**src/rtl/aas_pkg.sv**
```systemverilog
`timescale 1ns / 1ps
// ----------------------------------------------------------------------------
// aas_pkg - alarm annunciator sequencer package
// Shared codes, widths, reset values and the cadence phase type.
// ----------------------------------------------------------------------------
package aas_pkg;

    // Field widths
    localparam int CMD_W    = 2;
    localparam int LEVEL_W  = 2;
    localparam int SNOOZE_W = 32;
    localparam int BEEP_W   = 16;
    localparam int QUIET_W  = 20;
    localparam int DUTY_W   = 12;
    localparam int STATUS_W = 2;
    localparam int CNT_W    = 32;
    localparam int CFG_IDX_W  = 2;
    localparam int CFG_DATA_W = 20;

    // Stream payload widths, padded to whole bytes
    localparam int IN_DATA_W  = 40;
    localparam int OUT_DATA_W = 16;

    // Command codes
    localparam logic [CMD_W-1:0] CMD_TICK   = 2'd0;
    localparam logic [CMD_W-1:0] CMD_RAISE  = 2'd1;
    localparam logic [CMD_W-1:0] CMD_CLEAR  = 2'd2;
    localparam logic [CMD_W-1:0] CMD_SNOOZE = 2'd3;

    // Alert levels
    localparam logic [LEVEL_W-1:0] LVL_NONE = 2'd0;
    localparam logic [LEVEL_W-1:0] LVL_WARN = 2'd1;
    localparam logic [LEVEL_W-1:0] LVL_CRIT = 2'd2;

    // Status codes
    localparam logic [STATUS_W-1:0] ST_OK        = 2'd0;
    localparam logic [STATUS_W-1:0] ST_BAD_ARG   = 2'd1;
    localparam logic [STATUS_W-1:0] ST_BAD_STATE = 2'd2;

    // Configuration register indexes
    localparam logic [CFG_IDX_W-1:0] REG_BEEP  = 2'd0;
    localparam logic [CFG_IDX_W-1:0] REG_QUIET = 2'd1;
    localparam logic [CFG_IDX_W-1:0] REG_DUTY  = 2'd2;

    // Register reset values
    localparam logic [BEEP_W-1:0]  BEEP_RST  = 16'd500;
    localparam logic [QUIET_W-1:0] QUIET_RST = 20'd20000;
    localparam logic [DUTY_W-1:0]  DUTY_RST  = 12'd1024;

    // Cadence phase
    typedef enum logic [3:0] {
        PH_IDLE   = 4'b0001,
        PH_BEEP   = 4'b0010,
        PH_QUIET  = 4'b0100,
        PH_SNOOZE = 4'b1000
    } phase_t;

endpackage

```
**src/rtl/alarm_annunciator_sequencer.sv**
```systemverilog
`timescale 1ns / 1ps
// ----------------------------------------------------------------------------
// alarm_annunciator_sequencer - alarm lamp and buzzer cadence controller
// Runs ticks and alert commands into lamp levels and a buzzer PWM duty.
// ----------------------------------------------------------------------------
// Usage:
//   Slave stream carries one command per item: tuser is the command
//   (tick, raise, clear, snooze), tdata holds the alert level and snooze
//   length. Master stream returns one result per item with both lamp
//   levels, the buzzer duty and a status code.
//   The cfg channel writes beep length, quiet length and buzzer duty by
//   index; it is always ready and should only be used while idle.
//   An accepted item waits in the input register, then passes through the
//   state update into the result register. One item per cycle is sustained
//   while the receiver takes results; the combinational state update (32-bit
//   countdown compare and decrement) sets that rate.
//   When the receiver stalls the result holds, the input register still
//   takes an item if it is empty, then s_tready drops until the result is taken.
//   Reset clears the level, cadence, snooze state and both valid flags and
//   loads the register defaults (500, 20000, 1024).
// ----------------------------------------------------------------------------
module alarm_annunciator_sequencer
(
    input  logic                                  clk,
    input  logic                                  rst_n,
    // tuser: command[1:0]
    // tdata: alert_level[1:0], snooze_ms[33:2], zero pad[39:34]
    input  logic                                  s_tvalid,
    output logic                                  s_tready,
    input  logic [aas_pkg::CMD_W-1:0]             s_tuser,
    input  logic [aas_pkg::IN_DATA_W-1:0]         s_tdata,
    // tdata: warning_lamp[0], critical_lamp[1], buzzer_duty[13:2],
    //        status[15:14]
    output logic                                  m_tvalid,
    input  logic                                  m_tready,
    output logic [aas_pkg::OUT_DATA_W-1:0]        m_tdata,
    input  logic                                  cfg_valid,
    output logic                                  cfg_ready,
    input  logic [aas_pkg::CFG_IDX_W-1:0]         cfg_index,
    input  logic [aas_pkg::CFG_DATA_W-1:0]        cfg_data
);

    // Configuration
    logic [aas_pkg::BEEP_W-1:0]   beep_time_reg;
    logic [aas_pkg::QUIET_W-1:0]  quiet_time_reg;
    logic [aas_pkg::DUTY_W-1:0]   duty_on_reg;

    // Input register
    logic                          in_vld_reg;
    logic [aas_pkg::CMD_W-1:0]     in_cmd_reg;
    logic [aas_pkg::LEVEL_W-1:0]   in_level_reg;
    logic [aas_pkg::SNOOZE_W-1:0]  in_snooze_reg;

    // Sequencer state
    logic [aas_pkg::LEVEL_W-1:0]   level_reg, level_next;
    aas_pkg::phase_t               phase_reg, phase_next;
    logic [aas_pkg::CNT_W-1:0]     cnt_reg, cnt_next;
    logic                          armed_reg, armed_next;
    logic [aas_pkg::SNOOZE_W-1:0]  snz_len_reg, snz_len_next;

    // Result register
    logic                          out_vld_reg;
    logic [aas_pkg::OUT_DATA_W-1:0] out_data_reg, out_data_next;

    logic                          advance;
    logic                          proc;
    logic                          in_take;
    logic [aas_pkg::STATUS_W-1:0]  status;
    logic [aas_pkg::DUTY_W-1:0]    duty;
    logic [aas_pkg::CNT_W-1:0]     beep_load;
    logic [aas_pkg::CNT_W-1:0]     quiet_load;

    assign advance   = !out_vld_reg || m_tready;
    assign proc      = in_vld_reg && advance;
    assign s_tready  = !in_vld_reg || advance;
    assign in_take   = s_tvalid && s_tready;
    assign cfg_ready = 1'b1;
    assign m_tvalid  = out_vld_reg;
    assign m_tdata   = out_data_reg;

    // A zero length register still gives a one-tick phase
    assign beep_load  = (beep_time_reg == '0) ? aas_pkg::CNT_W'(1)
                                              : aas_pkg::CNT_W'(beep_time_reg);
    assign quiet_load = (quiet_time_reg == '0) ? aas_pkg::CNT_W'(1)
                                               : aas_pkg::CNT_W'(quiet_time_reg);

    always_ff @(posedge clk or negedge rst_n)
    begin
        if (!rst_n)
        begin
            beep_time_reg  <= aas_pkg::BEEP_RST;
            quiet_time_reg <= aas_pkg::QUIET_RST;
            duty_on_reg    <= aas_pkg::DUTY_RST;
        end
        else if (cfg_valid && cfg_ready)
        begin
            case (cfg_index)
                aas_pkg::REG_BEEP:  beep_time_reg  <= cfg_data[aas_pkg::BEEP_W-1:0];
                aas_pkg::REG_QUIET: quiet_time_reg <= cfg_data[aas_pkg::QUIET_W-1:0];
                aas_pkg::REG_DUTY:  duty_on_reg    <= cfg_data[aas_pkg::DUTY_W-1:0];
                default: ;
            endcase
        end
    end

    always_ff @(posedge clk or negedge rst_n)
    begin
        if (!rst_n)
        begin
            in_vld_reg <= 1'b0;
        end
        else if (s_tready)
        begin
            in_vld_reg <= s_tvalid;
        end
    end

    always_ff @(posedge clk)
    begin
        if (in_take)
        begin
            in_cmd_reg    <= s_tuser;
            in_level_reg  <= s_tdata[aas_pkg::LEVEL_W-1:0];
            in_snooze_reg <= s_tdata[aas_pkg::LEVEL_W +: aas_pkg::SNOOZE_W];
        end
    end

    always_comb
    begin
        level_next   = level_reg;
        phase_next   = phase_reg;
        cnt_next     = cnt_reg;
        armed_next   = armed_reg;
        snz_len_next = snz_len_reg;
        status       = aas_pkg::ST_OK;

        case (in_cmd_reg)
            aas_pkg::CMD_TICK:
            begin
                if (level_reg == aas_pkg::LVL_CRIT && phase_reg != aas_pkg::PH_IDLE)
                begin
                    if (cnt_reg > aas_pkg::CNT_W'(1))
                    begin
                        cnt_next = cnt_reg - aas_pkg::CNT_W'(1);
                    end
                    else
                    begin
                        case (phase_reg)
                            aas_pkg::PH_BEEP:
                            begin
                                phase_next = aas_pkg::PH_QUIET;
                                cnt_next   = quiet_load;
                            end
                            aas_pkg::PH_QUIET:
                            begin
                                if (armed_reg && snz_len_reg != '0)
                                begin
                                    phase_next = aas_pkg::PH_SNOOZE;
                                    cnt_next   = snz_len_reg;
                                end
                                else
                                begin
                                    phase_next = aas_pkg::PH_BEEP;
                                    cnt_next   = beep_load;
                                end
                            end
                            aas_pkg::PH_SNOOZE:
                            begin
                                // one-shot wait: drop the stored length
                                snz_len_next = '0;
                                phase_next   = aas_pkg::PH_BEEP;
                                cnt_next     = beep_load;
                            end
                            default: ;
                        endcase
                    end
                end
            end
            aas_pkg::CMD_RAISE:
            begin
                if (in_level_reg inside {aas_pkg::LVL_WARN, aas_pkg::LVL_CRIT})
                begin
                    if (phase_reg == aas_pkg::PH_SNOOZE)
                    begin
                        snz_len_next = '0;
                    end
                    level_next = in_level_reg;
                    if (in_level_reg == aas_pkg::LVL_CRIT)
                    begin
                        phase_next = aas_pkg::PH_BEEP;
                        cnt_next   = beep_load;
                    end
                    else
                    begin
                        phase_next = aas_pkg::PH_IDLE;
                        cnt_next   = '0;
                    end
                end
                else
                begin
                    status = aas_pkg::ST_BAD_ARG;
                end
            end
            aas_pkg::CMD_CLEAR:
            begin
                if (phase_reg == aas_pkg::PH_SNOOZE)
                begin
                    snz_len_next = '0;
                end
                phase_next = aas_pkg::PH_IDLE;
                cnt_next   = '0;
                level_next = aas_pkg::LVL_NONE;
                armed_next = 1'b0;
            end
            aas_pkg::CMD_SNOOZE:
            begin
                if (level_reg != aas_pkg::LVL_CRIT)
                begin
                    status = aas_pkg::ST_BAD_STATE;
                end
                else
                begin
                    armed_next   = 1'b1;
                    snz_len_next = in_snooze_reg;
                end
            end
            default: ;
        endcase

        duty = (level_next == aas_pkg::LVL_CRIT && phase_next == aas_pkg::PH_BEEP)
               ? duty_on_reg : '0;
        out_data_next = {status, duty,
                         level_next == aas_pkg::LVL_CRIT,
                         level_next == aas_pkg::LVL_WARN};
    end

    always_ff @(posedge clk or negedge rst_n)
    begin
        if (!rst_n)
        begin
            level_reg   <= aas_pkg::LVL_NONE;
            phase_reg   <= aas_pkg::PH_IDLE;
            cnt_reg     <= '0;
            armed_reg   <= 1'b0;
            snz_len_reg <= '0;
        end
        else if (proc)
        begin
            level_reg   <= level_next;
            phase_reg   <= phase_next;
            cnt_reg     <= cnt_next;
            armed_reg   <= armed_next;
            snz_len_reg <= snz_len_next;
        end
    end

    always_ff @(posedge clk or negedge rst_n)
    begin
        if (!rst_n)
        begin
            out_vld_reg <= 1'b0;
        end
        else if (advance)
        begin
            out_vld_reg <= in_vld_reg;
        end
    end

    always_ff @(posedge clk)
    begin
        if (proc)
        begin
            out_data_reg <= out_data_next;
        end
    end

endmodule

```
**config.mk**
```make
export PLATFORM = sky130hd
export DESIGN_NAME = alarm_annunciator_sequencer
export DESIGN_NICKNAME = d
export VERILOG_FILES = /design/src/rtl/aas_pkg.sv /design/src/rtl/alarm_annunciator_sequencer.sv
export SDC_FILE = /design/constraint.sdc
export NUM_CORES = 1
export LEC_CHECK = 0
export ABC_AREA = 1
export BUFFER_PORTS_ARGS = -buffer_cell sky130_fd_sc_hd__buf_4
export CAP_MARGIN = 20
export CORE_MARGIN = 2
export CORE_UTILIZATION = 40
export DETAILED_ROUTE_END_ITERATION = 12
export PLACE_DENSITY = 0.57
export SYNTH_ARGS = -nofsm -noshare
export SYNTH_HDL_FRONTEND = slang
export SYNTH_SLANG_ARGS = --single-unit
```
**constraint.sdc**
```tcl
create_clock -name clk -period 5.7 [get_ports clk]
set_clock_uncertainty 0.1 [all_clocks]
set_input_delay 1.14 -clock clk [delete_from_list [all_inputs] [get_ports clk]]
set_output_delay 1.14 -clock clk [all_outputs]
set_load 0.005 [all_outputs]
```
==> summary.md <==
| Metric | Value |
|---|---|
| Status | `finished clean` |
| # rows | `54` |
| Unique cell type count in the Yosys netlist | `42` |
| Die area | `23680 um2` |
| DIE HEIGHT | `153.9 um` |
| Clock buffer depth | `2` |
| Total CTS buffers | `17` |
| Yosys warning count | `0` |
| Critical Path RT | `5.95 ns` |
| Initial antenna violation count | `0` |
| Met2 usage in global routing | `0.3087` |
| CTS resizes | `0` |
| CTS sink count | `173` |
| Clock-pin slew on the worst setup and hold paths | `0.07 ns` |
| Reg2Reg Launch Point | `cnt_reg[0]$_DFFE_PN0P_` |
| GR Layer Usage met1 | `0.2948` |
| Drt drc | `0` |
| Worst-case reg-to-reg path depth | `14` |
| Final Instance Area | `10390 um2` |
| Critical Path AT | `3.84 ns` |
| Core area | `21960 um2` |
| Via count | `7125` |
| DRT Pass-1 Iters | `5` |
| Commonest non-fill, non-tap cell in the layout | `nand2_1` |
| CTS Hold Bufs | `0` |
| PortBufs | `80` |
| Reg-to-reg endpoint | `cnt_reg[14]$_DFFE_PN0P_` |
| Slew headroom | `0.3714` |
| Setup_tns | `0 ns` |
| P_leak | `4.678 nW` |
| Final Hold Viols | `0` |
| HPWL after detailed placement | `15920 um` |
| First-pass GRT wire length | `37180 um` |
| # diodes | `0` |
| Tmin final | `3.592 ns` |
| Cell area after synthesis | `8985 um2` |
| Largest net degree at the start of global routing | `65` |
| Leading post-synthesis cells by cell area | `dfrtp_1, edfxtp_1, nand2_1, inv_1, o21ai_0` |
| Clock network fraction of total power | `0.294` |
| Root Buffer | `clkbuf_16` |
| Placed cell areas | `9807 um2` |
| CP Launch Type | `input pin` |
| Combinational fraction of design power | `0.255` |
| TritonCTS clock tree | `yes` |
| MaxCap Viol Count | `0` |
| Cells after Synth | `1033` |
| Syn_nets | `1109` |
| Die width | `153.9 um` |
| Number of global-route vias before repair | `6825` |
| Period utilization | `0.6302` |
| Layout cells sized above 1 | `0.2088` |
| CP max FO | `64` |
| Layout Nets | `1179` |
| Antenna viol nets, final | `0` |
| Yosys top cell area share | `0.3008` |
| Peak supply drop | `210.6 uV` |
| Initial Util | `0.4092` |
| Most Used Layer, Global Route | `met2` |
| Routed length per instance | `15.99 um` |
| Yosys top cell by area | `dfrtp_1` |
| Fraction of registers with async set/reset | `0.6994` |
| HP Class | `in -> async` |
| Post-Syn Area per Cell | `8.698 um2` |
| Yosys reg bits | `173` |
| Power per cell area | `379.4 nW/um2` |
| Net Sw Frac | `0.3607` |
| RSZ-0062 raised after global routing | `no` |
| Post-CTS setup buffer count | `0` |
| Final slew viol count | `0` |
| Final Util | `0.4729` |
| Sequential share of the synthesized area | `0.5126` |
| Overall Global Routing Usage | `0.1984` |
| FF-to-FF setup slack | `2.26 ns` |
| Placer Congestion | `0.8793` |
| Vias per cell | `5.104` |
| DP Worst Slack | `1.643 ns` |
| M3 GR Usage | `0.02903` |
| Primary FF master, synth | `dfrtp_1` |
| Ports | `88` |
| Area delta synth->final | `15.58%` |
| CTS H-tree depth | `4` |
| Clock Latency Late Sink | `0.44 ns` |
| Internal | `2.519 mW` |
| Max Fclk | `0.2784 GHz` |
| Final setup vio count | `0` |
| DRT iter0 DRCs | `505` |
| Least-Margin Pin Slew | `0.9407 ns` |
| Critical Path End Type | `register` |
| Hold slack | `0.3853 ns` |
| Wirelength, routed | `22320 um` |
| Net load switching power | `1.421 mW` |
| Global route overflow | `0` |
| Crit Path Category | `in -> reg` |
| Post-synth EDFFs | `52` |
| Leading cell types in the layout, fill and taps excluded | `nand2_1, inv_1, dfrtp_1` |
| Reg power frac | `0.452` |
| Final worst slack | `2.108 ns` |
[layer usage]
layer	wire length [um]	vias up
met2	10250	161
met5	0	-
met1	10850	3368
li1	-	3575
met4	246	0
met3	979	21
[worst max-delay path by stage]
stage / end / start / slack (ns) / cells after the start
after floorplan: snz_len_reg[11]$_DFFE_PN0P_ / m_tready / 2.71 / 9
after detailed placement: snz_len_reg[2]$_DFFE_PN0P_ / m_tready / 1.64 / 10
after global placement: snz_len_reg[31]$_DFFE_PN0P_ / m_tready / 1.70 / 10
final: snz_len_reg[2]$_DFFE_PN0P_ / m_tready / 2.11 / 10
after CTS: snz_len_reg[2]$_DFFE_PN0P_ / m_tready / 2.09 / 10
after global routing: snz_len_reg[1]$_DFFE_PN0P_ / m_tready / 1.88 / 10
[area by class of cell]
type / instances / area (um2)
clock buffer: 18 / 429.2
clock inverter: 14 / 148.9
fill: 2117 / 11570
inverter: 139 / 523.0
multi-input combinational: 682 / 3652
sequential: 173 / 4606
tap: 280 / 350.3
timing repair buffer: 90 / 675.6
[synthesized netlist by cell type (9+ instances only)]
cell / count
nand2_1: 203
inv_1: 131
dfrtp_1: 108
nor2_1: 90
o21ai_0: 77
nand3_1: 63
edfxtp_1: 52
a21oi_1: 45
nand3_2: 28
o21ai_2: 28
clkbuf_1: 25
nor3_1: 19
nand4_1: 16
o21ai_1: 14
dfstp_2: 13
o211ai_1: 13
xor2_1: 13
nor3_2: 9
[power by group through the flow]
stage | registers (mW) | logic [mW] | clock network (mW)
after floorplan | 1.72 | 0.741 | 0
after global placement | 1.79 | 0.989 | 0
after detailed placement | 1.79 | 1.01 | 0
after CTS | 1.77 | 1.01 | 1.18
after global routing | 1.81 | 1.15 | 1.23
final | 1.78 | 1.00 | 1.16
[cells by family after synthesis]
family | count (synthesis) | share of synthesized area
other | 1 | 0.0004174
AOI/OAI and AO/OA | 200 | 0.1319
DFF | 173 | 0.5126
xor gates and xnor gates | 15 | 0.01462
muxes | 3 | 0.003760
adders and majority gates | 7 | 0.009748
and+or+nand+nor | 456 | 0.2455
buffers and inverters | 178 | 0.08146
[stage by stage]
step,power [mW],cells
finish,3.941,1396
global route,4.188,1396
CTS,3.960,1396
detailed placement,2.801,1364
global placement,2.784,1364
floorplan,2.464,1033
[worst max-delay path: stages]
cell     delay, ns
buf_4         0.08
inv_1         0.04
nand2_1       0.07
nand2_1       0.26
inv_1         0.70
nand3_1       0.25
nor4_4        0.25
buf_4         0.73
nand3_1       0.16
o21ai_1       0.13
Note: power is estimated with default switching activity, not from simulation.
